$ cat config.mk
export PLATFORM = sky130hd
export DESIGN_NAME = vn_sqrt_cell
export DESIGN_NICKNAME = d
export VERILOG_FILES = /design/src/hw/rtl/vn_pkg.sv /design/src/hw/rtl/vn_sqrt_cell.sv
export SDC_FILE = /design/constraint.sdc
export NUM_CORES = 1
export LEC_CHECK = 0
export ABC_CLOCK_PERIOD_IN_PS = 3730
export BUFFER_PORTS_ARGS = -buffer_cell sky130_fd_sc_hd__buf_2
export CAP_MARGIN = 10
export CELL_PAD_IN_SITES_DETAIL_PLACEMENT = 0
export CELL_PAD_IN_SITES_GLOBAL_PLACEMENT = 1
export CORE_MARGIN = 3
export CORE_UTILIZATION = 40
export DETAILED_ROUTE_END_ITERATION = 10
export GPL_TIMING_DRIVEN = 0
export PLACE_DENSITY_LB_ADDON = 0.3
export RECOVER_POWER = 50
export SLEW_MARGIN = 20
export SYNTH_ARGS = -nofsm -noshare
export SYNTH_HDL_FRONTEND = slang
export SYNTH_SLANG_ARGS = --single-unit
$ cat constraint.sdc
create_clock -name i_clk -period 3.73 [get_ports i_clk]
set_input_delay 0 -clock i_clk [delete_from_list [all_inputs] [get_ports i_clk]]
set_output_delay 0 -clock i_clk [all_outputs]
set_load 0.01 [all_outputs]
$ cat src/hw/rtl/vn_pkg.sv
`default_nettype none
package vn_pkg;

    localparam int CompBits = 16;           // input component width
    localparam int SumBits  = 2 * CompBits; // x*x + y*y
    localparam int MagBits  = 24;           // root width
    localparam int RemBits  = MagBits + 2;  // partial remainder of the root
    localparam int QBits    = 15;           // quotient bits, unit <= 16384
    localparam int UnitBits = 16;
    localparam int PreShift = 7;            // 22 - QBits
    localparam logic [QBits-1:0] UnitOne = QBits'(16384);

    // one stage of the square root chain
    typedef struct packed {
        logic                valid;
        logic [SumBits-1:0]  rad;
        logic [RemBits-1:0]  rem;
        logic [MagBits-1:0]  root;
        logic [CompBits-1:0] ax;
        logic [CompBits-1:0] ay;
        logic                nx;
        logic                ny;
        logic                zero;
    } t_sq_stage;

    // one stage of the divider chain, both components side by side
    typedef struct packed {
        logic               valid;
        logic [MagBits-1:0] root;
        logic [MagBits-1:0] rx;
        logic [MagBits-1:0] ry;
        logic [QBits-1:0]   qx;
        logic [QBits-1:0]   qy;
        logic               nx;
        logic               ny;
        logic               zero;
    } t_div_stage;

endpackage
`default_nettype wire

$ cat src/hw/rtl/vn_sqrt_cell.sv
`default_nettype none
module vn_sqrt_cell (
    input  wire                i_clk,
    input  wire                i_rst_n,
    input  wire                i_en,
    input  vn_pkg::t_sq_stage  i_prev,
    output vn_pkg::t_sq_stage  o_cur
);
    import vn_pkg::*;

    t_sq_stage          r_st;
    t_sq_stage          n_st;
    logic [RemBits+1:0] w_try;
    logic [RemBits+1:0] w_trial;

    // one root bit: bring down the next pair, compare with 4*root+1
    always_comb begin
        w_try   = {i_prev.rem, i_prev.rad[SumBits-1 -: 2]};
        w_trial = {2'b00, i_prev.root, 2'b01};
        n_st     = i_prev;
        n_st.rad = {i_prev.rad[SumBits-3:0], 2'b00};
        if (w_try >= w_trial) begin
            n_st.rem  = RemBits'(w_try - w_trial);
            n_st.root = {i_prev.root[MagBits-2:0], 1'b1};
        end else begin
            n_st.rem  = w_try[RemBits-1:0];
            n_st.root = {i_prev.root[MagBits-2:0], 1'b0};
        end
    end

    // stage register; reset clears the valid bit only
    always_ff @(posedge i_clk) begin
        if (!i_rst_n) begin
            r_st.valid <= 1'b0;
        end else if (i_en) begin
            r_st.valid <= n_st.valid;
        end
        if (i_en) begin
            r_st.rad  <= n_st.rad;
            r_st.rem  <= n_st.rem;
            r_st.root <= n_st.root;
            r_st.ax   <= n_st.ax;
            r_st.ay   <= n_st.ay;
            r_st.nx   <= n_st.nx;
            r_st.ny   <= n_st.ny;
            r_st.zero <= n_st.zero;
        end
    end

    assign o_cur = r_st;
endmodule
`default_nettype wire

## After elaboration in Yosys (flattened, before gate mapping)

Index checks and enable logic that the tools add are counted.

- Register bits after elaboration: 116
- Bits of input ports: 121

- Mux-type cells: 1
- $add $sub $neg: 1
- $lt $le $gt $ge: 1

Operator list:

| operator | count |
|---|---|
| 50-bit 2-to-1 mux | 1 |
| 28-bit by 26-bit greater-or-equal comparator with 1-bit output | 1 |
| 26-bit subtractor | 1 |

## Longest topological paths before layout

- Depth in word-level cells: 2
- Mapped depth: 11

## Worst setup path after synthesis

Ideal clock, no wire load.

- Kind: input -> register
- From: input port i_prev[35] (netlist bit)
- To: register r_st (netlist bit o_cur[67]), data pin
- Stages on the path: 11
- Data required time: 3470 ps
- Buffers on the path: 1
- Arrival time: 2000 ps
- Setup time: 260 ps
- Setup slack: 1469 ps
- Path through: inv_1 > ha_1 > nand2b_1 > a211o_1 > a21oi_2 > o211ai_2 > a31oi_2 > nor2_2 > o21ai_4 > buf_12 > mux2_4

RTL lines:

| element | RTL line | RTL |
|---|---|---|
| start: declaration | vn_sqrt_cell.sv:6 | `input vn_pkg::t_sq_stage i_prev,` |
| end: declaration | vn_sqrt_cell.sv:11 | `t_sq_stage r_st;` |

==> results.sh <==
export IMPL_power_uw=3910
export IMPL_clkLatencyLatePin_ns=0.40
export IMPL_die_h_um=121
export IMPL_coreArea_um2=12800
export IMPL_io_pins=239
export IMPL_rrSetupSlack_ns=2.60
export IMPL_crit_fanout=80
export IMPL_synth_most_common_cell="edfxtp_1"
export IMPL_pre_cts_slack_ns=0.973
export IMPL_async_reset_ff_share_pct=0
export IMPL_first_global_vias=4532
export IMPL_die_area_um2=14800
export IMPL_vias=4404
export IMPL_vdd_drop_max_uv=243
export IMPL_hold_path_depth=3
export IMPL_avgSynthCellArea_um2=14.5
export IMPL_rsz0062_at_grt="no"
export IMPL_synth_top_area_cell="edfxtp_1"
export IMPL_cp_slowest_stage_delay_ns=1.59
export IMPL_leakage_uw=0.00360
export IMPL_synth_area_leaders="edfxtp_1, ha_1, mux2_4, xnor2_1, inv_1"
export IMPL_start_util_pct=41.6
export IMPL_reg2regPathDepth=3
export IMPL_nNetsFinal=885
export IMPL_cp_arrival_ns=3.39
export IMPL_fmax_ghz=0.322
export IMPL_synth_common_cells="edfxtp_1, inv_1, ha_1"
export IMPL_syn_cell_area_um2=5330
export IMPL_num_fill_cells=1001
export IMPL_r2r_start="o_cur[117]"
export IMPL_finalMaxSlewViolations=37
export IMPL_critPathTopFamily="buffers and inverters"
export IMPL_root_buffer="clkbuf_16"
export IMPL_hold_start="i_prev[115]"
export IMPL_cts_made_buffers=17
export IMPL_drive_gt1_share_pct=30.1
export IMPL_overflow=0
export IMPL_seq_area_frac_synth_pct=65.1
export IMPL_port_buffers=236
export IMPL_ys_types=51
export IMPL_synth_edf_count=115
export IMPL_yosysTopAreaCellShare_pct=64.8
export IMPL_hpwl_um=10200
export IMPL_detail_route_antenna_nets=0
export IMPL_slew_headroom_pct=-49.2
export IMPL_required_ns=4.02
export IMPL_status="complete, but fails checks"
export IMPL_worst_setup_path_type="in2reg"
export IMPL_largest_reg_flops=116
export IMPL_clkTransAtPathRegs_ns=0.05
export IMPL_die_w_um=121
export IMPL_cts_max_level=4
export IMPL_period_share_pct=83.2
export IMPL_violations="capacitance limit, slew limit"
export IMPL_setup_ws_ns=0.627
export IMPL_finalClockSkew_ns=0
export IMPL_antenna_found_initial=1
export IMPL_finalHoldViolCount=0
export IMPL_power_density_nw_per_um2=467
export IMPL_drc=0
export IMPL_holdPathEnd="o_cur[59]"
export IMPL_yosysWarnings=0
export IMPL_setup_tns_ns=0
export IMPL_cap_violations=1
export IMPL_period_needed_ns=3.10
export IMPL_firstDrtPassIters=4
export IMPL_ys_seq_elements=116
export IMPL_placed_area_um2=6770
export IMPL_route_detailed_vias_per_inst=4.77
export IMPL_post_cts_buffers=0
export IMPL_grt_start_max_net_pins=81
export IMPL_holdCritPathClass="in2reg"
export IMPL_rows=41
export IMPL_drtIter0Drc=190
export IMPL_wl_per_cell_um=16.8
export IMPL_fin_area_um2=8370
export IMPL_track_usage_pct=21.0
export IMPL_worst_slew_pin_slew_ns=2.24
export IMPL_area_growth_pct=57.0
export IMPL_worstSetupStartpointType="primary input"
export IMPL_cts_buffer_depth=2
export IMPL_clock_sinks=116
export IMPL_end_kind="flop"
export IMPL_grt_pass1_wl_um=23800
export IMPL_cp_num_buf_inv=4
export IMPL_cp_common_cell="dlygate4sd3_1"
export IMPL_ys_flop_type="edfxtp_1"
export IMPL_path_cells="dlygate4sd3_1 > clkbuf_1 > buf_16 > mux2i_1 > nor2b_1 > dlygate4sd3_1"
export IMPL_routed_wl_um=15500
export IMPL_cts_tree="done"
export IMPL_routabilityCongestion=0.820
export IMPL_cp_slowest_cell="clkbuf_1"
export IMPL_setup_violations=0
export IMPL_syn_inst=367
export IMPL_r2r_end="o_cur[117]"
==> area by class of cell <==
type                       count  area, µm²  area share [%]
clock inverter                14        135            1.61
buffer                         6       65.1           0.777
sequential                   116       3470            41.5
clock buffer                  18        429            5.12
tap                          172        215            2.57
timing repair buffer         351       2260            26.9
multi-input combinational    216       1690            20.1
antenna                        1       2.50          0.0299
inverter                      30        113            1.34
==> kinds of logic (layout without fill, tap and decap cells) <==
logic type	count (synthesis)	count (layout)	synth area share (%)
buffers and inverters	36	419	3.33
AND/OR/NAND/NOR	68	68	6.29
adder cells (fa/ha/maj)	26	26	6.10
other	1	3	0.0703
AO/OA/AOI/OAI	72	72	8.96
XOR/XNOR	23	23	3.78
flip-flops	116	116	65.1
multiplexers	25	25	6.33
==> how the worst max path moves through the flow <==
stage / startpoint / endpoint / slack (ns) / depth (start not counted)
6_report: i_en / o_cur[117] / 0.63 / 6
2_1_floorplan: i_prev[35] / o_cur[67] / 1.47 / 11
3_5_place_dp: i_prev[35] / o_cur[67] / 0.97 / 12
4_1_cts: i_prev[35] / o_cur[75] / 0.86 / 13
5_1_grt: i_en / o_cur[117] / 0.38 / 6
3_3_place_gp: i_prev[35] / o_cur[67] / 0.99 / 12
==> metrics by stage <==
stage               hold slack [ns]  util (%)  std cells
finish                       0.0344      65.3        924
global route                 0.0274      65.3        924
CTS                         0.00279      66.1        923
detailed placement            0.178      52.8        777
global placement              0.177      52.5        776
floorplan                    0.0989         -        368
==> routing by layer <==
layer  vias up  global-route usage (%)  wire (µm)
met4         0                    9.52        469
met3        32                    5.92       1040
met1      2076                    24.0       6210
met2       177                    36.6       7800
met5         -                       0          0
li1       2119                       -          -
==> cell usage in the layout, fill, tap and decap left out, types with 10 or more instances in the layout <==
cell	n
mux2_4	16
dlygate4sd3_1	114
buf_2	162
a21oi_1	21
clkbuf_16	17
nand2_1	21
clkbuf_1	76
o21ai_0	15
xnor2_1	13
ha_1	26
edfxtp_1	115
nor2_1	16
inv_1	30
xor2_1	10
==> worst reg2reg max path: cells and delay by family, from the launching register on <==
| kind | cells | cell delay [ns] |
|---|---|---|
| DFF | 1 | 0.31 |
| muxes | 1 | 0.12 |
| and+or+nand+nor | 1 | 0.06 |
| buffers and inverters | 1 | 0.54 |
==> timing repair <==
item	4_1_cts	5_1_grt
resized for setup	0	0
hold buffers	114	0
endpoints found under the hold margin	119	0
==> power by group <==
group	total [µW]	internal, µW	switching (µW)
clock	1550	975	576
sequential	1620	1590	34.4
combinational	732	366	366
No activity file was read; power rests on OpenSTA's default activity.
