File: src/hw/rtl/vn_pkg.sv
`default_nettype none
package vn_pkg;

    localparam int CompBits = 16;           // input component width
    localparam int SumBits  = 2 * CompBits; // x*x + y*y
    localparam int MagBits  = 24;           // root width
    localparam int RemBits  = MagBits + 2;  // partial remainder of the root
    localparam int QBits    = 15;           // quotient bits, unit <= 16384
    localparam int UnitBits = 16;
    localparam int PreShift = 7;            // 22 - QBits
    localparam logic [QBits-1:0] UnitOne = QBits'(16384);

    // one stage of the square root chain
    typedef struct packed {
        logic                valid;
        logic [SumBits-1:0]  rad;
        logic [RemBits-1:0]  rem;
        logic [MagBits-1:0]  root;
        logic [CompBits-1:0] ax;
        logic [CompBits-1:0] ay;
        logic                nx;
        logic                ny;
        logic                zero;
    } t_sq_stage;

    // one stage of the divider chain, both components side by side
    typedef struct packed {
        logic               valid;
        logic [MagBits-1:0] root;
        logic [MagBits-1:0] rx;
        logic [MagBits-1:0] ry;
        logic [QBits-1:0]   qx;
        logic [QBits-1:0]   qy;
        logic               nx;
        logic               ny;
        logic               zero;
    } t_div_stage;

endpackage
`default_nettype wire

File: src/hw/rtl/vn_div_cell.sv
`default_nettype none
module vn_div_cell (
    input  wire                i_clk,
    input  wire                i_rst_n,
    input  wire                i_en,
    input  vn_pkg::t_div_stage i_prev,
    output vn_pkg::t_div_stage o_cur
);
    import vn_pkg::*;

    t_div_stage       r_st;
    t_div_stage       n_st;
    logic [MagBits:0] w_tx;
    logic [MagBits:0] w_ty;
    logic [MagBits:0] w_d;

    // one quotient bit per lane, shared divisor
    always_comb begin
        w_tx = {i_prev.rx, 1'b0};
        w_ty = {i_prev.ry, 1'b0};
        w_d  = {1'b0, i_prev.root};
        n_st = i_prev;
        if (w_tx >= w_d) begin
            n_st.rx = MagBits'(w_tx - w_d);
            n_st.qx = {i_prev.qx[QBits-2:0], 1'b1};
        end else begin
            n_st.rx = w_tx[MagBits-1:0];
            n_st.qx = {i_prev.qx[QBits-2:0], 1'b0};
        end
        if (w_ty >= w_d) begin
            n_st.ry = MagBits'(w_ty - w_d);
            n_st.qy = {i_prev.qy[QBits-2:0], 1'b1};
        end else begin
            n_st.ry = w_ty[MagBits-1:0];
            n_st.qy = {i_prev.qy[QBits-2:0], 1'b0};
        end
    end

    // stage register; reset clears the valid bit only
    always_ff @(posedge i_clk) begin
        if (!i_rst_n) begin
            r_st.valid <= 1'b0;
        end else if (i_en) begin
            r_st.valid <= n_st.valid;
        end
        if (i_en) begin
            r_st.root <= n_st.root;
            r_st.rx   <= n_st.rx;
            r_st.ry   <= n_st.ry;
            r_st.qx   <= n_st.qx;
            r_st.qy   <= n_st.qy;
            r_st.nx   <= n_st.nx;
            r_st.ny   <= n_st.ny;
            r_st.zero <= n_st.zero;
        end
    end

    assign o_cur = r_st;
endmodule
`default_nettype wire
File: config.mk
export PLATFORM = sky130hd
export DESIGN_NAME = vn_div_cell
export DESIGN_NICKNAME = d
export VERILOG_FILES = /design/src/hw/rtl/vn_pkg.sv /design/src/hw/rtl/vn_div_cell.sv
export SDC_FILE = /design/constraint.sdc
export NUM_CORES = 1
export LEC_CHECK = 0
export BUFFER_PORTS_ARGS = -buffer_cell sky130_fd_sc_hd__buf_2
export CAP_MARGIN = 20
export CORE_ASPECT_RATIO = 0.5
export CORE_UTILIZATION = 30
export DETAILED_ROUTE_END_ITERATION = 12
export PLACE_DENSITY = 0.51
export SLEW_MARGIN = 20
export SYNTH_ARGS = -nofsm -noshare
export SYNTH_HDL_FRONTEND = slang
export SYNTH_SLANG_ARGS = --single-unit
File: constraint.sdc
create_clock -name i_clk -period 2.88 [get_ports i_clk]
set_input_delay 0 -clock i_clk [delete_from_list [all_inputs] [get_ports i_clk]]
set_output_delay 0 -clock i_clk [all_outputs]
set_load 0.03 [all_outputs]
; ---- Yosys cells after proc, flatten, opt, wreduce, memory -nomap -nowiden
; Index checks and enable logic that the tools add are counted.
[classes]
addsub = 2
mux = 4
magnitude_cmp = 2
[ops]
columns = operator, count
row1 = greater-or-equal comparator 25 x 24 -> 1 bit, 2
row2 = 2-to-1 mux 24 bit, 2
row3 = subtractor 24 bit, 2
row4 = 2-to-1 mux 1 bit, 2
[word_totals]
reg_bits = 106

; ---- Depth between registers and ports, before layout
; Gate-level depths: netlist of the first run.
[depth]
word_depth = 2
ltp_mapped = 13

; ---- Worst setup path after synthesis of the first run
; OpenSTA, ideal clock, no wires.
[synth_path]
path_type = input port to flip-flop
startpoint = in i_prev[82] (netlist bit)
endpoint = reg r_st, in the netlist o_cur[37], data pin
setup_time_ps = 260
cell_stages = 12
path_buffers = 1
required_time_ps = 2620
t_arrival_ps = 2119
setup_slack_ps = 500
path_cell_list = inv_1 ha_1 nor2b_1 o31a_1 o311a_4 o211ai_2 a21oi_2 o221ai_2 a21o_4 inv_4 buf_12 mux2_4
[synth_lines]
columns = element, line
row1 = "start, declared", vn_div_cell.sv:6  ; input vn_pkg::t_div_stage i_prev,
row2 = "end, declared", vn_div_cell.sv:11  ; t_div_stage r_st;

==> reports/qor.txt, run 1 <==
Outcome -> complete, no violations
All-layer global routing usage -> 0.165
Fmax -> 356 MHz
Yosys cell types -> 69
LEAKAGE -> 4.14 nW
Antenna violations before repair -> 0
First-pass DRT Iterations -> 4
Ports -> 215
Clock transition at the registers of the reported paths -> 70 ps
Worst hold path type -> input pin to flop
Fin cells -> 1169
Max reg flops -> 106
Initial Util -> 0.311
Asr flop ratio synth -> 0
Critical path peak fanout -> 7
Max VDD drop -> 262 uV
Synthesized net count -> 723
Root Buffer -> clkbuf_16
Ys flop type -> edfxtp_1
Seq/Total Area, Yosys -> 0.490
Syn_area_per_cell -> 11.5 sq um
Port Buf Inserts -> 212
Final wirelength -> 18400 um
Post-synth EDFFs -> 105
Final setup violation count -> 0
Num CTS Buffers -> 9
Final number of hold-violating endpoints -> 0
Clk buf depth -> 2
Worst slew pin tran -> 549 ps
Total power -> 4.90 mW
Worst Path Arrival -> 2920 ps
CTS tree -> built
Area of the die -> 22200 sq um
Routed vias/inst -> 4.64
Die width -> 210 um
Synthesized area -> 6470 sq um
Num rows -> 37
Syn Inst Count -> 564
DR DRC count -> 0
Synth-to-Final Area Change -> 45.3%
RD Place Congestion -> 0.835
FILL cells -> 1994
Max-cap viol count -> 0
Fin crit share -> 0.976
Number of H-tree levels -> 3
Largest net degree at the start of global routing -> 69
Synth area leaders -> edfxtp_1 (49%), ha_1 (9.3%), mux2_4 (4.2%)
Via count -> 5419
Final min period -> 2810 ps
Layout cells sized above 1 -> 0.337
Crit. End Element -> flop
Clock sinks -> 106
First-pass GRT wire length -> 28200 um
Congestion Overflow GR -> 0
Routed Antenna Nets -> 0
Yosys warnings -> 0
Req. time, crit path -> 2990 ps
Cell taking the most area after synthesis -> edfxtp_1
Final #Nets -> 1050
Worst-Skew Late Latency -> 350 ps
RSZ-0062 raised after global routing -> true
Detailed placement HPWL -> 13800 um
Die height -> 106 um
Rel. slew slack -> 0.634
Crit Path Category -> input pin to flop
Vias in the first global route -> 5312
Crit start category -> input pin
Area after DPL -> 7910 sq um
Placeable Area -> 20800 sq um
Slew Limit Fails -> 0
Multi-input gate area -> 3160 sq um
Post-route cell area -> 9400 sq um
Post-synth top area share -> 0.487
Worst clock skew -> 0 ps
Diodes inserted -> 0
Initial DRC count -> 236
Post-Place Cells -> 1045
Avg WL per Cell -> 15.8 um
Pwr dens -> 521 nW/um^2
Register Area -> 3170 sq um
Yosys reg bits -> 106
-- where the power goes --
| group | internal, mW | switching (mW) |
|---|---|---|
| clock | 0.706 | 0.593 |
| sequential | 1.92 | 0.0432 |
| combinational | 0.688 | 0.956 |
-- cell usage after synthesis (2+ instances only) --
cell type	count
nand3b_1	2
nor2_1	53
buf_4	2
and2_1	2
o21ai_0	22
buf_2	2
o22ai_1	3
and3_1	5
mux2_1	6
a31oi_1	3
o31a_1	6
or2_2	4
buf_12	2
a21boi_0	2
o211ai_1	3
nor3_1	8
nand4_1	6
mux2_2	3
mux2i_1	4
o21bai_1	5
inv_1	36
a21o_1	23
a211oi_1	5
a211o_1	2
a21oi_1	47
o21a_1	11
ha_1	48
nand2_1	26
clkbuf_1	12
nand3_1	5
nor4_1	2
fa_1	2
nor2b_1	7
xor2_1	14
xnor2_1	20
a41oi_1	2
nand2b_1	3
or3_1	3
edfxtp_1	105
o2111ai_1	2
mux2_4	18
-- through the flow --
step	hold slack (ps)	setup WS, ps	setup TNS [ps]	utilization
final	14.6	68.8	0	0.451
after detailed placement	178	36.9	0	0.380
after floorplan	98.9	500	0	-
after global placement	177	127	0	0.380
after global routing	21.7	-70.7	-241	0.451
after CTS	3.03	18.9	0	0.442
-- critical path, stage by stage --
cell and delay, ps:
dlygate4sd3_1 520, buf_2 110, inv_1 100, ha_1 450, nand3_1 240, or2_2 330
o22ai_1 150, o32ai_2 130, o31ai_4 350, buf_12 170, buf_4 170, buf_4 140
a21oi_1 60
-- layout make-up --
class	instances	share of cell area
Clock buffer	11	0.0258
Clock inverter	5	0.00665
Inverter	37	0.0156
Multi-Input combinational cell	402	0.336
Sequential cell	106	0.337
Tap cell	273	0.0363
Timing Repair Buffer	335	0.243
-- per-layer routing --
layer / share of wire / global-route usage
met1: 0.48 / 0.221
met2: 0.46 / 0.270
met3: 0.041 / 0.0369
met4: 0.014 / 0.0433
met5: 0 / 0
-- worst paths after layout --
kind,from,end,slack [ps],depth (start not counted)
setup / recovery,i_prev[100],o_cur[74],70,13
hold / removal,i_prev[79],o_cur[80],10,3
setup reg to reg,o_cur[105],o_cur[105],1740,3
hold reg to reg,o_cur[105],o_cur[105],1070,3
-- cells in the final DEF (no fill, tap or decap), drive strengths merged, types with 3 or more instances in the layout --
master / n
a211oi: 5
a21o: 24
a21oi: 48
a31oi: 3
and3: 5
buf: 235
clkbuf: 12
dlygate4sd3: 99
edfxtp: 105
ha: 48
inv: 39
mux2: 27
mux2i: 4
nand2: 26
nand2b: 3
nand3: 5
nand4: 6
nor2: 53
nor2b: 7
nor3: 8
o211ai: 4
o21a: 11
o21ai: 23
o21bai: 5
o22ai: 3
o31a: 6
or2: 4
or3: 3
xnor2: 20
xor2: 14
-- what timing repair did --
item	4_1_cts	5_1_grt
endpoints found under the setup margin	0	32
setup buffers	0	8
gates resized for setup	0	26
hold endpoints to repair	98	0
hold buffers	99	0
-- cell families (layout without fill, tap and decap cells) --
logic type               Yosys count  count (layout)  share of synthesized area
AND/OR/NAND/NOR                  134             134                     0.0999
AO/OA/AOI/OAI                    153             153                      0.162
flip-flops                       106             106                      0.490
buffers and inverters             56             388                     0.0394
multiplexers                      31              31                     0.0636
adder cells (fa/ha/maj)           50              50                     0.0990
XOR/XNOR                          34              34                     0.0460
Power figures use the tool's default switching activity.
==> run 2: changes to the inputs <==
HOLD_SLACK_MARGIN = 0.1   (was unset)
PLACE_DENSITY = unset   (was 0.51)
==> run 2 against run 1 <==
Register-to-register slack hardly changed. Largest cell class unchanged. Global-route usage up 0.064 points. Non-clock buffer count down 3.
==> reports/qor.txt, run 2 (same netlist as run 1, synthesis figures left out) <==
Fin crit share -> 0.965 (-0.0109)
Antenna violations before repair -> 0 (unchanged)
Root Buffer -> clkbuf_16
Slew Limit Fails -> 0 (unchanged)
Hold Slack -> 127 ps (+113 ps)
First-pass DRT Iterations -> 5 (+1)
Max reg flops -> 106 (unchanged)
Commonest non-fill, non-tap cell in the layout -> buf_2
Max incr delay on CP -> 540 ps (+20 ps)
RD Place Congestion -> 0.857 (+2.6%)
Port Buf Inserts -> 212 (unchanged)
Multi-input gate area -> 3090 sq um (-1.9%)
Area after DPL -> 7910 sq um (unchanged)
Layout Utilization -> 0.448 (-0.00378)
Num rows -> 37 (unchanged)
Ports -> 215 (unchanged)
Slowest cell on crit path -> dlygate4sd3_1
Final wirelength -> 18400 um (-0.33%)
Register Area -> 3170 sq um (unchanged)
CTS tree -> built
Area of the die -> 22200 sq um (unchanged)
Detailed placement HPWL -> 13700 um (-0.56%)
Setup_tns -> 0 ps (unchanged)
Final number of hold-violating endpoints -> 0 (unchanged)
Congestion Overflow GR -> 0 (unchanged)
Via count -> 5499 (+1.5%)
Worst hold path type -> input pin to flop
Req. time, crit path -> 2980 ps (about the same)
Worst-Skew Late Latency -> 340 ps (about the same)
Number of H-tree levels -> 3 (unchanged)
First-pass GRT wire length -> 28400 um (+0.90%)
DR DRC count -> 0 (unchanged)
Pwr dens -> 527 nW/um^2 (+1.0%)
Crit. End Element -> flop
Avg WL per Cell -> 15.8 um (about the same)
Final min period -> 2780 ps (-31.5 ps)
Final setup violation count -> 0 (unchanged)
Diodes inserted -> 0 (unchanged)
Placeable Area -> 20800 sq um (unchanged)
Crit path cell chain -> dlygate4sd3_1 > buf_2 > ha_1 > nor2b_1 > o31a_1 > o311a_4 > o211ai_2 > a21oi_2 > o221ai_2 > a21o_4 > inv_8 > mux2_4
Die height -> 106 um (unchanged)
All-layer global routing usage -> 0.166 (+0.000644)
Worst clock skew -> 0 ps (unchanged)
Worst slew pin tran -> 623 ps (+74.1 ps)
Synth-to-Final Area Change -> 44.1%
Max VDD drop -> 325 uV (+24%)
Routed vias/inst -> 4.72 (+1.7%)
Routed Antenna Nets -> 0 (unchanged)
Worst Path Arrival -> 2880 ps (-40 ps)
Most frequent cells in the layout -> buf_2 (211), edfxtp_1 (105), dlygate4sd3_1 (104)
Critical path peak fanout -> 22 (+15)
Vias in the first global route -> 5479 (+3.1%)
FILL cells -> 1936 (-2.9%)
Outcome -> complete, no violations
Initial DRC count -> 299 (+27%)
Layout cells sized above 1 -> 0.321 (-0.0157)
Clock sinks -> 106 (unchanged)
LEAKAGE -> 4.13 nW (-0.45%)
Rel. slew slack -> 0.585 (-0.0494)
Max-cap viol count -> 0 (unchanged)
RSZ-0062 raised after global routing -> false
Fmax -> 360 MHz (+1.1%)
Initial Util -> 0.311 (unchanged)
Largest net degree at the start of global routing -> 46 (-33%)
Crit start category -> input pin
Clk buf depth -> 2 (unchanged)
Num CTS Buffers -> 9 (unchanged)
Final #Nets -> 1047 (-0.29%)
Clock transition at the registers of the reported paths -> 70 ps (about the same)
Die width -> 210 um (unchanged)
Post-route cell area -> 9320 sq um (-0.84%)
Crit Path Category -> input pin to flop
-- run 2: cell types whose count changed in the layout (fill, tap and decap cells not counted), sizes merged --
| cell | delta |
|---|---|
| buf | -7 |
| inv | -2 |
| dlygate4sd3 | +5 |
| bufinv | +1 |
| clkbuf | -3 |
| clkinvlp | -1 |
| clkinv | +4 |
-- run 2: worst paths after layout --
kind / cells after the start / slack (ps) / from / end
setup / recovery: 12 / 100 / i_prev[33] / o_cur[48]
hold / removal: 4 / 130 / i_prev[56] / o_cur[56]
setup reg to reg: 3 / 1730 / o_cur[105] / o_cur[105]
hold reg to reg: 3 / 1080 / o_cur[105] / o_cur[105]
-- run 2: routing by layer --
metal / GRT usage / part of all wire / up-vias
met5: 0 / 0 / -
met1: 0.207 / 0.45 / 2607
met2: 0.289 / 0.49 / 113
li1: - / - / 2752
met4: 0.0553 / 0.021 / 0
met3: 0.0307 / 0.038 / 27
-- run 2: worst max-delay path, delay by kind of cell --
kind	cells	cell delay, ps
AOI/OAI and AO/OA	6	1330
buffers and inverters	3	770
muxes	1	320
adders and majority gates	1	300
and+or+nand+nor	1	150
-- run 2: repair_timing --
action / 4_1_cts / 5_1_grt
endpoints found under the hold margin: 103 / 0
buffers inserted: 0 / 1
hold buffers: 104 / 0
setup endpoints to repair: 0 / 33
gates resized for setup: 0 / 11
-- run 2: cell type report --
cell class	instances	area share
sequential	106	0.340
multi-input combinational	402	0.332
timing repair buffer	332	0.241
tap	273	0.0366
clock buffer	9	0.0242
inverter	37	0.0157
clock inverter	7	0.0101
-- run 2: through the flow --
stage / std cells / total power [mW] / setup WS (ps)
6_report: 1166 / 4.91 / 100
4_1_cts: 1165 / 4.95 / 2.49
3_3_place_gp: 1045 / 3.47 / 144
5_1_grt: 1166 / 5.15 / 0.793
3_5_place_dp: 1045 / 3.49 / 84.8
2_1_floorplan: 564 / 3.04 / 500
-- run 2: where the power goes --
group / switching [mW] / internal (mW)
logic: 0.952 / 0.668
registers: 0.0483 / 1.92
clock network: 0.564 / 0.761
total: 1.56 / 3.35
